[src/design/eol_pkg.sv]
// Shared types, constants and helpers for the envelope overshoot limiter.
package eol_pkg;

  localparam int SAMPLE_BITS_DEF = 16;
  localparam int MAX_WINDOW_DEF  = 255;
  localparam int GAIN_FRAC       = 12;
  localparam int GAIN_BITS       = 16;
  localparam int WLEN_BITS       = 8;
  localparam int CFG_DATA_BITS   = 32;
  localparam int CFG_ADDR_BITS   = 4;

  localparam logic [1:0] REG_ENABLE = 2'd0;
  localparam logic [1:0] REG_GAIN   = 2'd1;
  localparam logic [1:0] REG_WINDOW = 2'd2;

  localparam logic                 ENABLE_RST = 1'b1;
  localparam logic [GAIN_BITS-1:0] GAIN_RST   = 16'd4096;
  localparam logic [WLEN_BITS-1:0] WINDOW_RST = 8'd5;

  typedef enum logic [3:0] {
    ST_CLEAR,
    ST_IDLE,
    ST_SQRT,
    ST_SCAN,
    ST_SCAN_LAST,
    ST_MUL,
    ST_DIV_START,
    ST_DIV,
    ST_OUT
  } eol_state_t;

  // Window length is forced odd, at least three and no larger than the line.
  function automatic logic [WLEN_BITS-1:0] clamp_window(input logic [WLEN_BITS-1:0] raw,
                                                        input int max_w);
    int v;
    begin
      v = int'(raw);
      if (v < 3) v = 3;
      if ((v % 2) == 0) v = v + 1;
      if (v > max_w) begin
        v = max_w;
        if ((v % 2) == 0) v = v - 1;
      end
      clamp_window = WLEN_BITS'(v);
    end
  endfunction

endpackage

[src/design/eol_isqrt.sv]
// Iterative magnitude unit: squares I and Q, then takes the integer square root bit by bit.
module eol_isqrt import eol_pkg::*; #(
  parameter int SB = SAMPLE_BITS_DEF
) (
  input  logic                 clk,
  input  logic                 rst,
  input  logic                 start,
  input  logic signed [SB-1:0] x_i,
  input  logic signed [SB-1:0] x_q,
  output logic                 done,
  output logic [SB:0]          root
);

  localparam int VW = 2 * SB;
  localparam int CW = $clog2(SB + 1);

  logic signed [VW-1:0] sq_i, sq_q;
  logic [VW-1:0]        v, res, bitv;
  logic [CW-1:0]        cnt;
  logic                 load, busy;
  logic [VW-1:0]        trial;

  assign trial = res + bitv;
  assign root  = {1'b0, res[SB-1:0]};

  always_ff @(posedge clk) begin
    if (start) begin
      sq_i <= x_i * x_i;
      sq_q <= x_q * x_q;
    end
    if (load) begin
      v    <= VW'(sq_i) + VW'(sq_q);
      res  <= '0;
      bitv <= VW'(1) << (VW - 2);
      cnt  <= '0;
    end else if (busy) begin
      if (v >= trial) begin
        v   <= v - trial;
        res <= (res >> 1) + bitv;
      end else begin
        res <= res >> 1;
      end
      bitv <= bitv >> 2;
      cnt  <= cnt + CW'(1);
    end
  end

  always_ff @(posedge clk) begin
    if (rst) begin
      load <= 1'b0;
      busy <= 1'b0;
      done <= 1'b0;
    end else begin
      load <= start;
      done <= 1'b0;
      if (load) begin
        busy <= 1'b1;
      end else if (busy && cnt == CW'(SB - 1)) begin
        busy <= 1'b0;
        done <= 1'b1;
      end
    end
  end

endmodule

[config.mk]
export PLATFORM = sky130hd
export DESIGN_NAME = eol_isqrt
export DESIGN_NICKNAME = d
export VERILOG_FILES = /design/src/design/eol_pkg.sv /design/src/design/eol_isqrt.sv
export SDC_FILE = /design/constraint.sdc
export NUM_CORES = 2
export LEC_CHECK = 0
export BUFFER_PORTS_ARGS = -buffer_cell sky130_fd_sc_hd__buf_4
export CAP_MARGIN = 20
export CELL_PAD_IN_SITES_DETAIL_PLACEMENT = 1
export CELL_PAD_IN_SITES_GLOBAL_PLACEMENT = 1
export CORE_ASPECT_RATIO = 1.25
export CORE_MARGIN = 10
export CORE_UTILIZATION = 25
export DETAILED_ROUTE_END_ITERATION = 8
export HOLD_SLACK_MARGIN = 0.15
export PLACE_DENSITY = 0.47
export SKIP_LAST_GASP = 1
export SLEW_MARGIN = 25
export SYNTH_ARGS = -nofsm -noshare
export SYNTH_HDL_FRONTEND = slang
export SYNTH_SLANG_ARGS = --single-unit
export TNS_END_PERCENT = 10
[constraint.sdc]
create_clock -name clk -period 8.15 [get_ports clk]
set_input_delay 0.4075 -clock clk [delete_from_list [all_inputs] [get_ports clk]]
set_output_delay 0.4075 -clock clk [all_outputs]
set_load 0.1 [all_outputs]
==> flow_summary.yaml <==
sta:
  final_number_of_hold_violating_endpoints: 0
  finish_stage_setup_viols: 0
  max-slew-margin-rel_pct: 42.85
  final.setup.tns_ns: 0
  period_needed_ns: 6.666
  worst_pin_slew_ns: 0.8500
  fmax_mhz: 150.0
  slew_violations: 0
  worst_setup_skew_after_layout_ns: 0.01870
  rsz0062_at_grt: "no"
  period_share_pct: 81.79
finish:
  fin_nets: 3744
  antenna_cells_inserted: 0
  drive_gt1_share_pct: 4.466
  layout-area-overhead-vs-synth_pct: 8.942
  stdcell_area_um2: 30200
floorplanning:
  fp.dieArea_um2: 124700
  die_w_um: 317.8
  initial_core_util_pct: 25.18
  die-height_um: 392.3
  coreArea_um2: 110100
  std_cell_rows: 136
  io_pins: 53
placed_design:
  place_area_um2: 29590
  place_hpwl_um: 62980
  placement.io_buffers: 51
  gpl.final_weighted_congestion: 0.7668
clock_tree:
  tritoncts: "done"
  worstSkewPairLatency_ns: 0.48
  cts.reportedPaths.clkPinSlew_ns: 0.07
  cts_buffers: 17
  h-tree-depth: 4
  cts_sinks: 150
  cts-resized-gates: 0
  ctsRootBufferMaster: "clkbuf_16"
  clockBufferDepth: 2
global_route:
  global_route_total_usage_across_every_layer_pct: 12.43
  grt_remaining_overflow: 0
  first_global_vias: 22600
  grt_start_max_net_pins: 72
  global_route.usage.met2_pct: 24.87
  antenna_found_initial: 0
  top_usage_layer: "met2"
  grtUsageMet1_pct: 14.15
  grt_first_pass_wirelength_um: 123600
  global_route_met3_utilization_pct: 1.103
synthesis:
  synthTopCellsByArea: "fa_1, ha_1, edfxtp_1"
  yosys_warnings: 0
  synth-async-reset-ratio_pct: 0
  synth_fp_nets: 3752
  mappedNetlistArea_um2: 27720
  avgSynthCellArea_um2: 9.324
  post_synth_top_area_share_pct: 34.01
  yosysUniqueCellTypes: 78
  synth_cells: 2973
  number_of_enable_type_register_cells_in_the_synthesized_netlist: 94
  synth_largest_area_cell: "fa_1"
  synthFlopType: "edfxtp_1"
  synth-seq-cells: 150
  yosysMostFrequentCell: "inv_1"
  yosys-top-cells-count: "inv_1, fa_1, ha_1"
  ys_seq_area_share_pct: 14.23
worst_setup_path:
  timing.critical_path.mode_cell: "fa_1"
  crit_path_max_fanout: 15
  critical_path.cell_chain: "buf_4 -> inv_1 -> nor2_1 -> fa_1 -> fa_1 -> fa_1 -> fa_1 -> fa_1 -> inv_1 -> fa_1 -> inv_1 -> ha_1 -> a21o_1 -> a21o_1 -> a21o_1 -> a21o_1 -> a2111o_1 -> o31ai_1 -> o21bai_1 -> a21oi_1 -> xnor2_1"
  buffer_and_inverter_count_on_the_worst_path: 4
  critPathKind: "in2reg"
  element_type_at_the_critical_path_end: "flip-flop"
  critPathLaunchType: "primary input"
  timing.critical_path.max_delay_family: "adder cells"
  crit_path_top_delay_cell: "fa_1"
  cp.required_ns: 8.36
  delay_of_the_slowest_cell_on_the_worst_path_ns: 0.92
  cp.arrival_ns: 6.88
detailed_routing:
  drc: 0
  wl_um: 75400
  total_vias_in_the_final_route: 19650
  drt_iter0_drc: 567
  post_drt_via_cell_ratio: 4.439
  detail_route.first_pass.iterations: 4
  routedWlPerCell_um: 17.03
  drt.antenna.violating_nets: 0
worst_hold_path:
  hold_class: "in2reg"
job:
  max_cap_viol_count: 0
run_status:
  outcome: "finished, final reports clean"
area by class of cell:
type / instances / area [um2]
Inverter: 657 / 2466
Timing Repair Buffer: 65 / 490.5
Clock inverter: 11 / 111.4
Fill cell: 12760 / 79900
Tap cell: 1449 / 1813
Multi-Input combinational cell: 2074 / 20890
Clock buffer: 21 / 484.2
Sequential cell: 150 / 3949
cell families (layout without fill, tap and decap cells):
group / count (synthesis) / in the layout / share of synthesized area, %
DFF: 150 / 150 / 14.23
muxes: 26 / 26 / 0.9524
and+or+nand+nor: 644 / 644 / 10.88
other: 1 / 1 / 0.01353
AOI/OAI and AO/OA: 465 / 465 / 11.03
xor gates and xnor gates: 194 / 194 / 6.130
buffers and inverters: 749 / 754 / 10.43
adders and majority gates: 744 / 744 / 46.34
registers in the layout, summed over array words and instances, names as in the netlist:
name / count
sq_q: 31
sq_i: 31
busy: 1
bitv: 16
cnt: 5
res: 32
v: 32
done: 1
load: 1
worst paths after layout:
path,from,endpoint,slack (ns),depth (start not counted)
max,x_i[3],sq_i[31],1.48,21
min,start,sq_q[13],0.29,1
max reg2reg,res[2],res[24],1.97,21
min reg2reg,cnt[4],cnt[4],0.49,2
metrics by stage:
stage / hold WS [ns] / setup WS (ns) / cells / utilization, %
2_1_floorplan: 0.4631 / 1.444 / 2973 / -
3_3_place_gp: 0.4739 / 1.020 / 4394 / 26.88
3_5_place_dp: 0.4853 / 0.9353 / 4394 / 26.88
4_1_cts: 0.2670 / 1.466 / 4427 / 27.43
5_1_grt: 0.2799 / 1.068 / 4427 / 27.43
6_report: 0.2898 / 1.484 / 4427 / 27.43
placed cells by master (no fill, tap or decap), drive strengths merged, types with 20 or more instances in the layout:
cell	netlist	final
nor3	33	33
inv	656	661
dfxtp	56	56
nor2b	20	20
a31oi	36	36
buf	24	64
nand3	32	32
o21bai	24	24
clkbuf	68	21
xnor2	127	127
o21ai	87	87
nand2b	21	21
ha	273	273
a21oi	141	141
nand2	231	231
a211oi	27	27
mux2i	23	23
xor2	67	67
fa	471	471
and2	92	92
nor2	158	158
edfxtp	94	94
a21o	46	46
layer usage:
layer | vias up | wire length, um
met5 | - | 0
li1 | 9441 | -
met4 | 0 | 920
met2 | 80 | 42480
met1 | 10100 | 31140
met3 | 35 | 851
timing repair:
item	in CTS	in global routing
endpoints found under the hold margin	3	0
hold buffers	1	0
buffers inserted	0	0
Power is left out: the tool's default activity adds up to more than one toggle a clock period on the data nets, which glitch-free logic cannot reach.
