## config.mk

```make
export PLATFORM = sky130hd
export DESIGN_NAME = eol_divider
export DESIGN_NICKNAME = d
export VERILOG_FILES = /design/src/design/eol_pkg.sv /design/src/design/eol_divider.sv
export SDC_FILE = /design/constraint.sdc
export NUM_CORES = 1
export LEC_CHECK = 0
export BUFFER_PORTS_ARGS = -buffer_cell sky130_fd_sc_hd__buf_2
export CAP_MARGIN = 30
export CORE_AREA = 2 2 160 123
export CTS_BUF_LIST = sky130_fd_sc_hd__clkbuf_2 sky130_fd_sc_hd__clkbuf_4 sky130_fd_sc_hd__clkbuf_8
export DETAILED_ROUTE_END_ITERATION = 10
export DIE_AREA = 0 0 162 125
export HOLD_SLACK_MARGIN = 0.08
export PLACE_DENSITY_LB_ADDON = 0.3
export SLEW_MARGIN = 10
export SYNTH_ARGS = -nofsm -noshare
export SYNTH_HDL_FRONTEND = slang
export SYNTH_SLANG_ARGS = --single-unit
```

## constraint.sdc

```tcl
create_clock -name clk -period 3.4 [get_ports clk]
set_clock_uncertainty 0.05 [all_clocks]
set_input_delay 0.68 -clock clk [delete_from_list [all_inputs] [get_ports clk]]
set_output_delay 0.68 -clock clk [all_outputs]
set_load 0.03 [all_outputs]
```

## src/design/eol_pkg.sv

```systemverilog
// Shared types, constants and helpers for the envelope overshoot limiter.
package eol_pkg;

  localparam int SAMPLE_BITS_DEF = 16;
  localparam int MAX_WINDOW_DEF  = 255;
  localparam int GAIN_FRAC       = 12;
  localparam int GAIN_BITS       = 16;
  localparam int WLEN_BITS       = 8;
  localparam int CFG_DATA_BITS   = 32;
  localparam int CFG_ADDR_BITS   = 4;

  localparam logic [1:0] REG_ENABLE = 2'd0;
  localparam logic [1:0] REG_GAIN   = 2'd1;
  localparam logic [1:0] REG_WINDOW = 2'd2;

  localparam logic                 ENABLE_RST = 1'b1;
  localparam logic [GAIN_BITS-1:0] GAIN_RST   = 16'd4096;
  localparam logic [WLEN_BITS-1:0] WINDOW_RST = 8'd5;

  typedef enum logic [3:0] {
    ST_CLEAR,
    ST_IDLE,
    ST_SQRT,
    ST_SCAN,
    ST_SCAN_LAST,
    ST_MUL,
    ST_DIV_START,
    ST_DIV,
    ST_OUT
  } eol_state_t;

  // Window length is forced odd, at least three and no larger than the line.
  function automatic logic [WLEN_BITS-1:0] clamp_window(input logic [WLEN_BITS-1:0] raw,
                                                        input int max_w);
    int v;
    begin
      v = int'(raw);
      if (v < 3) v = 3;
      if ((v % 2) == 0) v = v + 1;
      if (v > max_w) begin
        v = max_w;
        if ((v % 2) == 0) v = v - 1;
      end
      clamp_window = WLEN_BITS'(v);
    end
  endfunction

endpackage

```

## src/design/eol_divider.sv

```systemverilog
// Two-lane serial restoring divider that scales the delayed I and Q by the same divisor.
module eol_divider import eol_pkg::*; #(
  parameter int SB = SAMPLE_BITS_DEF,
  parameter int DW = SB + 17
) (
  input  logic                 clk,
  input  logic                 rst,
  input  logic                 start,
  input  logic signed [SB-1:0] x_i,
  input  logic signed [SB-1:0] x_q,
  input  logic [DW-1:0]        divisor,
  output logic                 done,
  output logic signed [SB-1:0] q_i,
  output logic signed [SB-1:0] q_q
);

  // The dividend is the magnitude followed by SB-1+GAIN_FRAC zero bits.
  localparam int NSTEP = 2 * SB - 1 + GAIN_FRAC;
  localparam int CW    = $clog2(NSTEP + 1);

  logic [SB-1:0] num_i, num_q, quo_i, quo_q;
  logic [DW-1:0] rem_i, rem_q, dv;
  logic          neg_i, neg_q, busy;
  logic [CW-1:0] cnt;
  logic          bit_i, bit_q, take_i, take_q;
  logic [DW:0]   sh_i, sh_q;

  always_comb begin
    bit_i  = (cnt < CW'(SB)) ? num_i[SB-1] : 1'b0;
    bit_q  = (cnt < CW'(SB)) ? num_q[SB-1] : 1'b0;
    sh_i   = {rem_i, bit_i};
    sh_q   = {rem_q, bit_q};
    take_i = sh_i >= {1'b0, dv};
    take_q = sh_q >= {1'b0, dv};
  end

  assign q_i = neg_i ? -$signed(quo_i) : $signed(quo_i);
  assign q_q = neg_q ? -$signed(quo_q) : $signed(quo_q);

  always_ff @(posedge clk) begin
    if (start) begin
      neg_i <= x_i[SB-1];
      neg_q <= x_q[SB-1];
      num_i <= x_i[SB-1] ? SB'(-x_i) : SB'(x_i);
      num_q <= x_q[SB-1] ? SB'(-x_q) : SB'(x_q);
      rem_i <= '0;
      rem_q <= '0;
      quo_i <= '0;
      quo_q <= '0;
      dv    <= divisor;
      cnt   <= '0;
    end else if (busy) begin
      num_i <= num_i << 1;
      num_q <= num_q << 1;
      rem_i <= take_i ? DW'(sh_i - {1'b0, dv}) : DW'(sh_i);
      rem_q <= take_q ? DW'(sh_q - {1'b0, dv}) : DW'(sh_q);
      quo_i <= {quo_i[SB-2:0], take_i};
      quo_q <= {quo_q[SB-2:0], take_q};
      cnt   <= cnt + CW'(1);
    end
  end

  always_ff @(posedge clk) begin
    if (rst) begin
      busy <= 1'b0;
      done <= 1'b0;
    end else begin
      done <= 1'b0;
      if (start) begin
        busy <= 1'b1;
      end else if (busy && cnt == CW'(NSTEP - 1)) begin
        busy <= 1'b0;
        done <= 1'b1;
      end
    end
  end

endmodule
```

==> impl_summary.md <==
Clock network
The tree is rooted in a sky130_fd_sc_hd__clkbuf_8. After clock tree synthesis, the flow added hold-fix buffers numbering 0. At the later pin of the worst-skew pair, clock insertion delay measures 0.48 ns. The clock net in this run drives a total of 173 sinks. In this run, CTS created clock tree buffers numbering 17. The number of levels in the clock H-tree is 4.

TritonCTS built the clock tree. The clock passes through at most 2 buffers. After clock tree synthesis, the clock-pin slew on the worst setup and hold paths is 0.11 ns.

Setup path
The capture instance of the worst register-to-register path is rem_q[29]$_SDFFE_PP0P_. In this run the critical register-to-register path is launched from cnt[4]$_SDFFE_PP0P_. STA puts the critical path data arrival time at 3.71 ns. The worst reg-to-reg path cell count is 16. In this run the register-to-register setup slack is 0.04 ns.

STA classifies the critical path startpoint as a flip-flop. The endpoint type of the worst setup path is a flip-flop. The critical path is of the reg2reg type. Of all nets on the critical path, the largest fanout is 7. For the worst setup path, the data required time is 3.75 ns. The critical path launch point is cnt[4]$_SDFFE_PP0P_.

Place
The final weighted congestion in routability-driven placement is 0.925. The total half-perimeter wirelength after legalization and detailed placement is 21400 um. The number of buffer cells added on primary ports is 100.

Finish
At the end of the flow, the number of nets in the layout was 1570. The count of fill cells added during filler insertion is 1526. The layout cell share with drive strength beyond 1 is 15.8%.

For this run, the share of the core covered by cells in the final layout is 69.1%. The area growth from synthesis to layout is 13.0%.

Drt
Summing over every cut layer, the via total after detailed routing is 10400. The final layout contains routed wiring with a total length of 30200 um. Using the TritonRoute via totals, the vias-per-cell ratio works out to 6.15. In the final routed layout, each cell accounts on average for 17.8 um. The first TritonRoute pass finished after 6 iterations. In the routed design, unresolved DRC markers number 0. The detailed router's first-iteration violation count is 1075.

The number of antenna-violating nets in the routed design is 0.

Floorplanning
From left edge to right edge, the die measures 162 um. The die is 125 um tall. The initial cell density of the core is 61.1%. 101 I/O pins were placed.

The floorplan core area is 18800 um^2. In this run the core area contains 44 standard-cell rows. The floorplan die area is 20300 um^2.

Synthesis
The fraction of the yosys area taken by sequential cells is 35.9%. The total of flip-flops plus latches after synthesis is 173. Dividing the synthesized area by the synthesized cell count gives 8.62 um^2.

When the netlist entered floorplanning its net count stood at 1477. The cell area after synthesis is 11500 um^2. The count of flip-flops with a built-in enable after synthesis is 67. The synthesized netlist contains 71 unique library cells.

Summed over its instances, the top area cell type makes up 18.4% of the synthesized netlist area. By area the synthesized netlist is led by sky130_fd_sc_hd__dfxtp_1 (18%), sky130_fd_sc_hd__edfxtp_1 (17%), sky130_fd_sc_hd__ha_1 (7.8%), sky130_fd_sc_hd__nor2_1 (5.1%), sky130_fd_sc_hd__mux2i_1 (4.5%). sky130_fd_sc_hd__nor2_1 is the most common cell in the netlist. The most common flop cell mapped by yosys is sky130_fd_sc_hd__dfxtp_1. In the synthesized netlist, the cells that appear most often are sky130_fd_sc_hd__nor2_1 (156), sky130_fd_sc_hd__nand2_1 (129), sky130_fd_sc_hd__dfxtp_1 (106). Yosys printed 0 warnings. The share of synthesized registers carrying an async set or reset is 0%. The synthesized instance count is 1335. Of all cell types, the one taking the most synthesized area is sky130_fd_sc_hd__dfxtp_1.

Timing
Subtracting the final worst setup slack from the clock period gives 3.36 ns. The maximum achievable frequency is 297 MHz. The number of endpoints with negative hold slack in the final report is 0. The count of pins over their slew limit is 0. Setup repair after global routing could not meet its margin everywhere.

The final period utilization is 98.9%. In this run the tightest slew margin relative to its limit is 52.8%. For the pin with the worst max-slew slack, the measured transition is 0.708 ns. The final setup violation count is 0.

Pwr
The total power consumption of the routed design is 5.09 mW. The ratio of total power to cell area is 392 nW/um^2. The worst ir drop on vdd is 0.000197 V. In this run the static leakage power is 5.58 nW.

Run
Across the run, the number of max-cap violations was 0.

Min path
The cell depth of the worst hold path is 1. The path with the worst hold slack has its endpoint at dv[2]$_DFFE_PP_. The classification of the worst-slack hold path is in2reg.

In this run the most critical hold path is launched from divisor[2].

GRT
Entering global routing, the biggest net connects 97 pins. The first global-routing pass estimated 47300 um of wire. Global routing finished with a remaining overflow of 0. The initial antenna violation count came to 1. For this run, the total global-route usage over all layers was measured as 28.9%. The via count of the first global-routing pass is 9457.

Status
The flow ran to the end, and the final reports show no timing, DRC or antenna violations.
[per-stage QoR]
stage / hold WS (ns) / worst slack, ns / TNS, ns / std cells / area (um^2)
CTS: 0.300 / 0.00247 / 0 / 1680 / 12700
floorplan: 0.378 / 0.289 / 0 / 1335 / 11500
finish: 0.319 / 0.0379 / 0 / 1695 / 13000
detailed placement: 0.406 / 0.0217 / 0 / 1648 / 12300
global route: 0.292 / -0.0858 / -0.581 / 1694 / 13000
global placement: 0.398 / 0.126 / 0 / 1648 / 12300
[state kept, by name (all words and copies together) (netlist names)]
signal,flops
done,1
neg_i,1
quo_q,16
neg_q,1
rem_i,33
quo_i,16
num_q,16
dv,33
num_i,16
rem_q,33
busy,1
cnt,6
[layer usage]
layer  GRT usage (%)  routed length, um
met1            41.1              13400
met5               0                 13
met2            44.8              13600
met4            8.33                635
met3            5.94               2490
[placed cells by master, fill, tap and decap left out, drive strengths merged, types with 16 or more instances in the layout]
cell and instances:
nand2 129, a21oi 97, o21ai 82, inv 74
mux2 18, dfxtp 106, ha 72, a211oi 38
edfxtp 67, a21o 33, clkbuf 22, nand3 20
nor2 156, or3 22, mux2i 52, xor2 47
nand4 24, a31oi 16, xnor2 55, buf 137
[cell type report]
type | instances | area [um^2] | share of cell area (%)
multi-input combinational | 1033 | 7010 | 53.9
sequential | 173 | 4140 | 31.8
timing repair buffer | 140 | 932 | 7.17
tap | 253 | 317 | 2.43
clock buffer | 19 | 255 | 1.96
inverter | 63 | 236 | 1.82
clock inverter | 13 | 120 | 0.923
antenna | 1 | 2.50 | 0.0192
[critical path, stage by stage, from the launching register on]
cell and delay [ns]:
sky130_fd_sc_hd__dfxtp_2 0.35, sky130_fd_sc_hd__nor2_4 0.13, sky130_fd_sc_hd__nand2_2 0.09, sky130_fd_sc_hd__ha_4 0.16, sky130_fd_sc_hd__inv_2 0.05, sky130_fd_sc_hd__fa_2 0.22, sky130_fd_sc_hd__a211oi_2 0.08, sky130_fd_sc_hd__o211a_1 0.24
sky130_fd_sc_hd__or4b_4 0.56, sky130_fd_sc_hd__a31oi_4 0.28, sky130_fd_sc_hd__a31oi_4 0.12, sky130_fd_sc_hd__o21ai_4 0.25, sky130_fd_sc_hd__buf_12 0.17, sky130_fd_sc_hd__buf_8 0.12, sky130_fd_sc_hd__nand3_2 0.07, sky130_fd_sc_hd__mux2_4 0.27
sky130_fd_sc_hd__o211ai_1 0.07
[cells by family (layout without fill, tap and decap cells)]
family	Yosys count	after routing	share of synthesized area, %
and+or+nand+nor	424	424	16.8
AOI/OAI and AO/OA	363	363	20.6
DFF	173	173	35.9
buffers and inverters	129	235	4.45
xor gates and xnor gates	102	102	7.76
adders and majority gates	74	74	8.17
muxes	70	70	6.28
other	0	1	0
[repair_timing]
item / in CTS / in global routing
setup buffers: 0 / 10
resized for setup: 0 / 40
setup endpoints to repair: 0 / 68
[where the power goes]
group	switching (mW)	internal (mW)
clock	0.858	0.567
sequential	0.0765	2.29
combinational	0.793	0.507
[worst max-delay path by stage]
stage	to	slack [ns]	cells past startpoint
floorplan	rem_q[0]$_SDFFE_PP0P_	0.29	15
global placement	rem_i[32]$_SDFFE_PP0P_	0.13	13
detailed placement	rem_q[0]$_SDFFE_PP0P_	0.02	15
CTS	rem_q[32]$_SDFFE_PP0P_	0.002	14
global route	rem_q[29]$_SDFFE_PP0P_	-0.09	16
finish	rem_q[29]$_SDFFE_PP0P_	0.04	16
(Power assumes the default switching activity.)
